### src/slid_pkg.sv
`default_nettype none
// ----------------------------------------------------------------------------
// slid_pkg: shared types and codes of the sorted list core
// Command and result words, status and opcode codes, and the per-cell control
// word that steps the row of list cells.
// ----------------------------------------------------------------------------
package slid_pkg;

  localparam logic OP_INSERT = 1'b0;
  localparam logic OP_DELETE = 1'b1;

  localparam logic [1:0] ST_INSERTED  = 2'd0;
  localparam logic [1:0] ST_DELETED   = 2'd1;
  localparam logic [1:0] ST_NOT_FOUND = 2'd2;
  localparam logic [1:0] ST_FULL      = 2'd3;

  typedef struct packed {
    logic               op;
    logic signed [31:0] value;
  } cmd_word_t;

  typedef struct packed {
    logic [1:0] status;
    logic [6:0] entry_count;
  } result_word_t;

  // sample: capture compare flags; ins / del: apply the shift this cycle
  typedef struct packed {
    logic sample;
    logic ins;
    logic del;
  } cell_ctrl_t;

endpackage
`default_nettype wire

### src/slid_cell.sv
`default_nettype none
// ----------------------------------------------------------------------------
// slid_cell: one slot of the sorted list
// Holds one value and its valid bit, compares it with the broadcast key, and
// shifts toward either neighbor on insert or delete.
// ----------------------------------------------------------------------------
module slid_cell (
  input  wire                     clk,
  input  wire                     rst,
  input  wire slid_pkg::cell_ctrl_t ctrl,
  input  wire logic signed [31:0] key,
  input  wire logic signed [31:0] left_val,
  input  wire                     left_valid,
  input  wire                     left_lt,
  input  wire logic signed [31:0] right_val,
  input  wire                     right_valid,
  output logic signed [31:0]      val,
  output logic                    valid,
  output logic                    lt,
  output logic                    hit
);

  logic eq;

  // first equal entry: equal here, and everything to the left is smaller
  assign hit = eq & ~lt & left_lt;

  always_ff @(posedge clk) begin
    if (rst) begin
      valid <= 1'b0;
      lt    <= 1'b0;
      eq    <= 1'b0;
    end else begin
      if (ctrl.sample) begin
        lt <= valid & (val < key);
        eq <= valid & (val == key);
      end
      if (ctrl.ins && !lt) begin
        // open the gap at the insert point, shift the rest right
        valid <= left_lt ? 1'b1 : left_valid;
      end else if (ctrl.del && !lt) begin
        valid <= right_valid;
      end
    end
  end

  always_ff @(posedge clk) begin
    if (ctrl.ins && !lt) begin
      val <= left_lt ? key : left_val;
    end else if (ctrl.del && !lt) begin
      val <= right_val;
    end
  end

endmodule
`default_nettype wire
### config.mk
export PLATFORM = sky130hd
export DESIGN_NAME = slid_cell
export DESIGN_NICKNAME = d
export VERILOG_FILES = /design/src/slid_pkg.sv /design/src/slid_cell.sv
export SDC_FILE = /design/constraint.sdc
export NUM_CORES = 1
export LEC_CHECK = 0
export ABC_AREA = 1
export BUFFER_PORTS_ARGS = -buffer_cell sky130_fd_sc_hd__buf_2
export CAP_MARGIN = 30
export CORE_ASPECT_RATIO = 1.25
export CORE_MARGIN = 3
export CORE_UTILIZATION = 46
export CTS_CLUSTER_SIZE = 24
export DETAILED_ROUTE_END_ITERATION = 10
export GPL_TIMING_DRIVEN = 0
export PLACE_DENSITY = 0.82
export SKIP_CTS_REPAIR_TIMING = 1
export SLEW_MARGIN = 30
export SYNTH_ARGS = -nofsm -noshare
export SYNTH_HDL_FRONTEND = slang
export SYNTH_SLANG_ARGS = --single-unit
export TNS_END_PERCENT = 1
### constraint.sdc
create_clock -name clk -period 3.05 [get_ports clk]
set_input_delay 0.7625 -clock clk [delete_from_list [all_inputs] [get_ports clk]]
set_output_delay 0.7625 -clock clk [all_outputs]
set_load 0.03 [all_outputs]
[Word-level counts from Yosys, hierarchy flattened]
Cells that the tools add are included.
Word-level totals
  bits of input ports: 104
  bits in registers: 35
  logic and storage cells: 21
Cells by class
  bitwise gates (word level): 5
  multiplexer cells: 6
  equality and inequality tests: 1
  reductions and logical operators: 4
  $lt $le $gt $ge: 1
Operators with widths (number)
  two-way mux 32 bit: 3
  == test 32 bit: 1
  < comparator 32 bit: 1
  bitwise AND 1 bit: 4
  two-way mux 1 bit: 3
  logical AND 1 bit: 2
  nonzero test 2 bit: 1
  logical NOT 1 bit: 1
  inverter 1 bit: 1

[Depth between registers and ports, before layout]
Gate-level depths: netlist of run 1.
  depth after elaboration: 4
  mapped depth: 16
  mapped depth without buffers: 16

[Worst setup path before layout of run 1]
No wires, ideal clock.
  kind: input-to-reg
  from: input port ctrl[1] (netlist name)
  to: register valid
  data required time: 2.847 ns
  path slack: 0.402 ns
  data arrival time: 2.445 ns
  stages on the path: 3
  library setup time: 0.203 ns
  cells stage by stage: nor2_1 -> nor2_1 -> a311oi_1
Between the ends
  word-level cells in the longest chain between the ends: 2
  elaborated cells between the ends (all ways): 3
  classes of those cells: mux: 1; reduce/logical: 2
RTL lines
  from (decl): RTL line slid_cell.sv:10  | input wire slid_pkg::cell_ctrl_t ctrl,
  logical AND 1 bit (*): RTL line slid_cell.sv:38  | if (ctrl.ins && !lt) begin
  two-way mux 1 bit / nonzero test 2 bit (equally long branches)
  to (signal assigned): RTL line slid_cell.sv:40  | valid <= left_lt ? 1'b1 : left_valid;
  to (signal assigned): RTL line slid_cell.sv:42  | valid <= right_valid;
  to (decl): RTL line slid_cell.sv:18  | output logic valid,
Mark *: on every way between the ends. The rest lies on a longest branch, timed or not.
A chain may end at the register's enable or synchronous reset.

[Worst setup path in the final report of run 1]
  from: input port left_lt
  to: output port hit
Between the ends
  word-level cells in the longest chain between the ends: 1
RTL lines
  from (decl): RTL line slid_cell.sv:14  | input wire left_lt,
  bitwise AND 1 bit: RTL line slid_cell.sv:26  | assign hit = eq & ~lt & left_lt;
  to (decl): RTL line slid_cell.sv:20  | output logic hit
No other way between the ends.

==> results of run 1 <==
==> placed cells by master (no fill, tap or decap) <==
master and instances:
sky130_fd_sc_hd__nand3_2 2, sky130_fd_sc_hd__o21a_1 1, sky130_fd_sc_hd__ha_1 32, sky130_fd_sc_hd__nor2_1 41, sky130_fd_sc_hd__nor4_4 1, sky130_fd_sc_hd__a21oi_1 15, sky130_fd_sc_hd__nor2_4 1, sky130_fd_sc_hd__o21ai_0 47
sky130_fd_sc_hd__o21a_2 1, sky130_fd_sc_hd__buf_16 1, sky130_fd_sc_hd__nand3_1 1, sky130_fd_sc_hd__nand4_1 3, sky130_fd_sc_hd__nand2_1 67, sky130_fd_sc_hd__a21o_1 2, sky130_fd_sc_hd__nor2_2 2, sky130_fd_sc_hd__a311oi_1 1
sky130_fd_sc_hd__nor3_1 1, sky130_fd_sc_hd__clkinv_1 1, sky130_fd_sc_hd__a21oi_2 1, sky130_fd_sc_hd__nand2_2 3, sky130_fd_sc_hd__buf_2 138, sky130_fd_sc_hd__dfxtp_1 3, sky130_fd_sc_hd__clkbuf_8 5, sky130_fd_sc_hd__inv_1 45
sky130_fd_sc_hd__edfxtp_1 32, sky130_fd_sc_hd__clkbuf_1 15, sky130_fd_sc_hd__o21ai_1 21
==> final cells by class <==
type / count / area share (%)
Timing Repair Buffer: 139 / 20.52
Sequential cell: 35 / 29.17
Inverter: 46 / 4.934
Multi-Input combinational cell: 243 / 39.51
Buffer: 12 / 1.287
Clock buffer: 8 / 2.288
Tap cell: 64 / 2.288
==> critical path, stage by stage <==
cell	delay (ns)
sky130_fd_sc_hd__buf_2	0.17
sky130_fd_sc_hd__clkbuf_1	0.36
sky130_fd_sc_hd__nand2_1	0.10
sky130_fd_sc_hd__nor2_1	0.12
sky130_fd_sc_hd__buf_2	0.21
==> how the worst min path moves through the flow <==
stage	startpoint	to	slack, ns	depth (start not counted)
after detailed placement	eq	eq	0.46	2
final	eq	eq	0.47	2
after global routing	eq	eq	0.51	2
after CTS	eq	eq	0.47	2
after global placement	eq	eq	0.45	2
after floorplan	eq	eq	0.44	2
==> layer usage <==
layer	up-vias	wire (um)
li1	1415	-
met5	-	0
met1	1264	2994
met4	0	74
met2	99	3842
met3	6	525
==> kinds of logic after synthesis <==
group,Yosys count,synth area share (%)
adders and majority gates,32,15.32
AOI/OAI and AO/OA,89,17.76
and+or+nand+nor,122,19.53
buffers and inverters,58,8.329
DFF,35,39.06
==> per-stage QoR <==
step / util [%] / std cells / power [W] / cell area, um2 / setup slack, ns
floorplan: - / 336 / 0.0009805 / 2614 / 0.4023
CTS: 63.86 / 547 / 0.001514 / 3500 / 0.5938
global placement: 61.76 / 538 / 0.001158 / 3385 / -0.4941
detailed placement: 62.40 / 539 / 0.001182 / 3420 / 0.5946
finish: 63.86 / 547 / 0.001502 / 3500 / 0.5586
global route: 63.86 / 547 / 0.001602 / 3500 / 0.4638
==> state kept, by name, indices dropped and copies added (netlist names) <==
| signal | cells |
|---|---|
| valid | 1 |
| eq | 1 |
| val | 32 |
| lt | 1 |
==> power by group <==
part / switching [W] / total, W / leakage [nW] / internal, W
Sequential: 0.0000330 / 0.000630 / 0.353 / 0.000597
Clock: 0.000166 / 0.000328 / 0.0395 / 0.000162
Combinational: 0.000344 / 0.000543 / 1.46 / 0.000199
Total: 0.000543 / 0.00150 / 1.86 / 0.000959
==> implementation parameters, run 1 <==
Parameter                              Value

Floorplan
  DIE AREA ... 6628 um2
  Total core area ... 5480 um2
  Row count ... 30
  Height of the die ... 90.28 um
  Top-level port count ... 139
  Initial Util ... 47.69%
  Die X ... 73.42 um

GRT
  Fraction of met3 tracks used by global routing ... 3.563%
  Most utilized layer in the global route result ... met2
  GR Layer Usage met1 ... 27.50%
  First-pass GRT wire length ... 11.90 mm
  Number of antenna violations at the first check in global routing ... 0
  GRT Util Overall ... 22.49%
  Pin count of the biggest net entering global routing ... 19
  Grt total ovfl ... 0
  Global routing usage on met2 ... 40.45%
  Vias in the first global route ... 2,665

Power
  Leak Pwr ... 1.857 nW
  Total power divided by cell area ... 429.1 nW/um2
  IR Drop Worst-Case VDD ... 0.2310 mV

Place
  Buffers on Ports ... 138
  Routability congestion estimate ... 0.8495
  HPWL after DPL ... 5.903 mm

Yosys
  Post-synthesis area per instance ... 7.779 um2
  Number of synthesized register bits ... 35
  Share of synthesized flip-flops with an asynchronous set or reset ... 0%
  Share of the synthesized area in the top cell type ... 36.76%
  Synthesized netlist cell count ... 336
  Count of distinct cell types in the synthesized netlist ... 23
  Cell type with the largest total area after synthesis ... sky130_fd_sc_hd__edfxtp_1
  Most used flip-flop cell after synthesis ... sky130_fd_sc_hd__edfxtp_1
  Portion of the post-synthesis area used by sequential elements ... 39.06%
  Post-synth top cells ... sky130_fd_sc_hd__nand2_1 (67), sky130_fd_sc_hd__o21ai_0 (47), sky130_fd_sc_hd__inv_1 (45)
  Netlist area before placement ... 2614 um2
  Synth warn ... 0
  Post-synth net total ... 472
  Post-synth EDFFs ... 32
  Most numerous cell in the Yosys netlist ... sky130_fd_sc_hd__nand2_1
  Largest cells by area after synthesis ... sky130_fd_sc_hd__edfxtp_1 (37%), sky130_fd_sc_hd__ha_1 (15%), sky130_fd_sc_hd__nand2_1 (9.6%)

Drt
  Number of vias in the routed layout ... 2,784
  Wire per inst ... 13.60 um
  Count of antenna-violating nets left after detailed routing ... 0
  Routed wire length ... 7.437 mm
  First drt pass iteration count ... 4
  Initial detailed-routing violation count ... 152
  Post-detailed-route via-to-cell ratio ... 5.090
  Residual DRC ... 0

Critical path
  Class of the most critical setup path ... primary input to output port
  Kind of capture point of the worst setup path ... output port
  Startpoint Class ... primary input
  Required time worst endpoint ... 2.29 ns
  Endpoint arrival time on the critical path ... 1.73 ns
  FF-to-FF setup slack ... 1.23 ns
  Reg2Reg Launch Point ... val[19]
  Crit path launch ... left_lt
  CP Max Fanout ... 10
  Worst setup path endpoint ... hit
  Number of cells on the worst reg-to-reg path ... 9
  RR Endpoint ... lt

STA
  Transition time at the pin with the least slew margin ... 0.5915 ns
  Fin Clk Skew ... 0.003748 ns
  Final hold violation count ... 0
  Max Slew Vio Count ... 0
  Setup TNS Final ... 0 ns
  Rel. slew slack ... 60.48%
  Maximum frequency from static timing analysis ... 401.4 MHz
  Post-route clock period utilization ... 81.69%
  Final setup violation count ... 0
  Minimum clock period ... 2.491 ns
  Unrepaired setup endpoints after global routing ... false
  Final Hold Slack ... 0.4724 ns

Min path
  Class of the most critical hold timing path ... flop to flop

Clocking
  Number of buffers added by the clock tree synthesis step ... 5
  Clock tree root driver cell ... sky130_fd_sc_hd__clkbuf_8
  Bufs on Longest Clock Path ... 2
  Htree depth ... 2
  Clock Sinks ... 35
  Clock slew at the register clock pins of the worst setup and hold paths ... 0.07 ns
  TritonCTS clock tree ... built
  Clock network latency to the later pin of the worst-skew pair ... 0.28 ns

Layout
  Antenna diode count ... 0
  Multi-input gate area in the final layout ... 1383 um2
  Number of nets in the final layout ... 618
  Reg area ... 1021 um2
  Area growth from synthesis to layout ... 33.89%
  Ratio of cells with drive above 1 in the final layout ... 32.09%
  Fill cell count ... 526

Outcome
  Status ... completed

Job
  MaxCap Viol Count ... 0
(Power assumes the default switching activity.)
==> run 2: changes to the inputs <==
Settings changed: ABC_AREA 1 to 0, CORE_UTILIZATION 46 to 45, PLACE_DENSITY 0.82 to 0.81.
Clock period 3.05 ns to 2.3 ns, I/O delays scaled along.
==> implementation parameters, run 2 <==
Parameter                              Value

Layout
  Ratio of cells with drive above 1 in the final layout ... 35.32% (was 32.09%)
  Multi-input gate area in the final layout ... 1383 um2 (unchanged)
  Reg area ... 1021 um2 (unchanged)
  Fill cell count ... 484 (was 526)
  Area growth from synthesis to layout ... 34.34% (was 33.89%)
  Number of flip-flops in the largest register ... 32 (unchanged)
  Reg with most FFs ... val (unchanged)
  Utilization after layout ... 62.79% (was 63.86%)
  Most frequent cells in the layout ... sky130_fd_sc_hd__buf_2 (139), sky130_fd_sc_hd__nand2_1 (42), sky130_fd_sc_hd__o21ai_0 (36) (was sky130_fd_sc_hd__buf_2 (138), sky130_fd_sc_hd__nand2_1 (67), sky130_fd_sc_hd__o21ai_0 (47))
  Number of nets in the final layout ... 555 (was 618)
  Antenna diode count ... 0 (unchanged)
  Most common library cell in the layout ignoring fill and taps ... sky130_fd_sc_hd__buf_2 (unchanged)
  Filler-free cell count of the finished design ... 483 (was 547)

Critical path
  Endpoint arrival time on the critical path ... 1.61 ns (was 1.73 ns)
  Class of the most critical setup path ... primary input to output port (unchanged)
  Buf/Inv on CP ... 3 (unchanged)
  Required time worst endpoint ... 1.73 ns (was 2.29 ns)
  Slowest library cell on the worst path ... sky130_fd_sc_hd__clkbuf_4 (was sky130_fd_sc_hd__clkbuf_1)
  Startpoint Class ... primary input (unchanged)
  Crit-path max cell delay ... 0.35 ns (was 0.36 ns)
  Cell-by-cell trace of the critical path ... clkbuf_1, clkbuf_4, and3b_1, buf_2 (was buf_2, clkbuf_1, nand2_1, nor2_1, buf_2)
  Kind of capture point of the worst setup path ... output port (unchanged)
  CP Max Fanout ... 10 (unchanged)
  Cell family with most CP delay ... buffers and inverters (unchanged)

STA
  Transition time at the pin with the least slew margin ... 0.5754 ns (was 0.5915 ns)
  Max Slew Vio Count ... 0 (unchanged)
  Final hold violation count ... 0 (unchanged)
  Setup TNS Final ... 0 ns (unchanged)
  Final setup violation count ... 0 (unchanged)
  Post-route clock period utilization ... 95.13%
  Fin Clk Skew ... 0.008541 ns (was 0.003748 ns)
  Maximum frequency from static timing analysis ... 457.1 MHz
  Minimum clock period ... 2.188 ns
  Minimum setup slack in the final design ... 0.1121 ns (was 0.5586 ns)
  Unrepaired setup endpoints after global routing ... false (unchanged)
  Rel. slew slack ... 61.55% (was 60.48%)

Place
  Buffers on Ports ... 137 (was 138)
  Cell count after placement ... 476 (was 539)
  Routability congestion estimate ... 0.8220 (was 0.8495)
  HPWL after DPL ... 5.912 mm (was 5.903 mm)
  Worst setup timing slack at the placement stage ... -0.08144 ns (was 0.5946 ns)

GRT
  First-pass GRT wire length ... 11.61 mm (was 11.90 mm)
  Number of antenna violations at the first check in global routing ... 0 (unchanged)
  Grt total ovfl ... 0 (unchanged)
  Pin count of the biggest net entering global routing ... 18 (was 19)
  Vias in the first global route ... 2,611 (was 2,665)
  GRT Util Overall ... 22.20% (was 22.49%)

Floorplan
  Die X ... 73.48 um (was 73.42 um)
  Initial Util ... 46.74% (was 47.69%)
  DIE AREA ... 6638 um2 (was 6628 um2)
  Row count ... 30 (unchanged)
  Top-level port count ... 139 (unchanged)
  Total core area ... 5480 um2 (unchanged)
  Height of the die ... 90.35 um (was 90.28 um)

Clocking
  Clock slew at the register clock pins of the worst setup and hold paths ... 0.08 ns (was 0.07 ns)
  Clock network latency to the later pin of the worst-skew pair ... 0.29 ns (was 0.28 ns)
  TritonCTS clock tree ... built (unchanged)
  Number of buffers added by the clock tree synthesis step ... 5 (unchanged)
  Htree depth ... 2 (unchanged)
  Clock tree root driver cell ... sky130_fd_sc_hd__clkbuf_8 (unchanged)
  Bufs on Longest Clock Path ... 2 (unchanged)
  Clock Sinks ... 35 (unchanged)

Drt
  Number of vias in the routed layout ... 2,499 (was 2,784)
  Routed wire length ... 7.094 mm (was 7.437 mm)
  Wire per inst ... 14.69 um (was 13.60 um)
  First drt pass iteration count ... 4 (unchanged)
  Initial detailed-routing violation count ... 72 (was 152)
  Residual DRC ... 0 (unchanged)
  Post-detailed-route via-to-cell ratio ... 5.174 (was 5.090)
  Count of antenna-violating nets left after detailed routing ... 0 (unchanged)

Yosys
  Post-synth net total ... 410 (was 472)
  Netlist area before placement ... 2561 um2 (was 2614 um2)
  Cell type with the largest total area after synthesis ... sky130_fd_sc_hd__edfxtp_1 (unchanged)
  Largest cells by area after synthesis ... sky130_fd_sc_hd__edfxtp_1 (38%), sky130_fd_sc_hd__ha_1 (16%), sky130_fd_sc_hd__mux2i_1 (13%) (was sky130_fd_sc_hd__edfxtp_1 (37%), sky130_fd_sc_hd__ha_1 (15%), sky130_fd_sc_hd__nand2_1 (9.6%))
  Count of distinct cell types in the synthesized netlist ... 29 (was 23)
  Portion of the post-synthesis area used by sequential elements ... 39.86% (was 39.06%)
  Most numerous cell in the Yosys netlist ... sky130_fd_sc_hd__nand2_1 (unchanged)
  Post-synth top cells ... sky130_fd_sc_hd__nand2_1 (42), sky130_fd_sc_hd__o21ai_0 (36) (was sky130_fd_sc_hd__nand2_1 (67), sky130_fd_sc_hd__o21ai_0 (47), sky130_fd_sc_hd__inv_1 (45))
  Number of synthesized register bits ... 35 (unchanged)
  Share of synthesized flip-flops with an asynchronous set or reset ... 0% (unchanged)
  Post-synthesis area per instance ... 9.347 um2 (was 7.779 um2)
  Most used flip-flop cell after synthesis ... sky130_fd_sc_hd__edfxtp_1 (unchanged)
  Synthesized netlist cell count ... 274 (was 336)
  Post-synth EDFFs ... 32 (unchanged)
  Synth warn ... 0 (unchanged)
  Share of the synthesized area in the top cell type ... 37.52% (was 36.76%)

Job
  MaxCap Viol Count ... 0 (unchanged)

Min path
  Class of the most critical hold timing path ... flop to flop (unchanged)

Outcome
  Status ... completed (unchanged)

Power
  Total power divided by cell area ... 569.3 nW/um2 (was 429.1 nW/um2)
  Overall power ... 0.001959 W (was 0.001502 W)
  Leak Pwr ... 1.813 nW (was 1.857 nW)
  IR Drop Worst-Case VDD ... 0.3243 mV (was 0.2310 mV)
[run 2: changes by cell type in the layout (fill, tap and decap cells not counted), moves of 4 or more]
cell	change
sky130_fd_sc_hd__nor2_1	-35
sky130_fd_sc_hd__mux2i_1	+32
sky130_fd_sc_hd__nand2_1	-25
sky130_fd_sc_hd__o21ai_1	-21
sky130_fd_sc_hd__inv_1	-13
sky130_fd_sc_hd__o21ai_0	-11
sky130_fd_sc_hd__clkbuf_1	-5
sky130_fd_sc_hd__nand4_1	+4
[run 2: worst register-to-register path: stages (launching register included)]
cell and delay, ns:
sky130_fd_sc_hd__edfxtp_1 0.41, sky130_fd_sc_hd__ha_1 0.34, sky130_fd_sc_hd__a21oi_2 0.15, sky130_fd_sc_hd__nand2_1 0.06, sky130_fd_sc_hd__a221o_1 0.36, sky130_fd_sc_hd__o31a_1 0.29
sky130_fd_sc_hd__or3_1 0.34, sky130_fd_sc_hd__nand2_1 0.06
[run 2: logic make-up after synthesis]
group           Yosys count  share of synthesized area [%]
mux                      32                          12.51
compound gates           61                          13.14
simple gates             71                          12.41
buf+inv                  43                          6.449
fa+ha+maj                32                          15.63
flops                    35                          39.86
[run 2: per-stage QoR]
step	area [um2]	hold WS (ns)
6_report	3441	0.4837
2_1_floorplan	2564	0.4347
4_1_cts	3438	0.4873
3_3_place_gp	3329	0.4534
3_5_place_dp	3362	0.4767
5_1_grt	3441	0.5087
[run 2: layout make-up]
cell class / count / share of cell area, %
well taps: 64 / 2.327
plain buffers: 11 / 1.382
repair buffers: 138 / 20.73
multi-input cells: 196 / 40.18
clock buffers: 7 / 2.218
inverters: 32 / 3.491
flip-flops and latches: 35 / 29.67
[run 2: final timing paths]
check / from / depth (start not counted) / end / slack, ns
max reg2reg: val[14] / 7 / lt / 0.24
min: eq / 2 / eq / 0.48
max: left_lt / 4 / hit / 0.11
min reg2reg: eq / 2 / eq / 0.48
[run 2: metal layers]
metal / GRT usage [%] / routed length, um
met1: 25.28 / 2732
met4: 8.157 / 159
met5: 0 / 0
met3: 3.452 / 377
met2: 40.24 / 3824
[run 2: report_power, final]
| part | switching [W] | total [W] | leakage [nW] | internal [W] |
|---|---|---|---|---|
| Combinational | 0.000424 | 0.000687 | 1.42 | 0.000263 |
| Clock | 0.000224 | 0.000433 | 0.0383 | 0.000209 |
| Sequential | 0.0000442 | 0.000838 | 0.355 | 0.000794 |
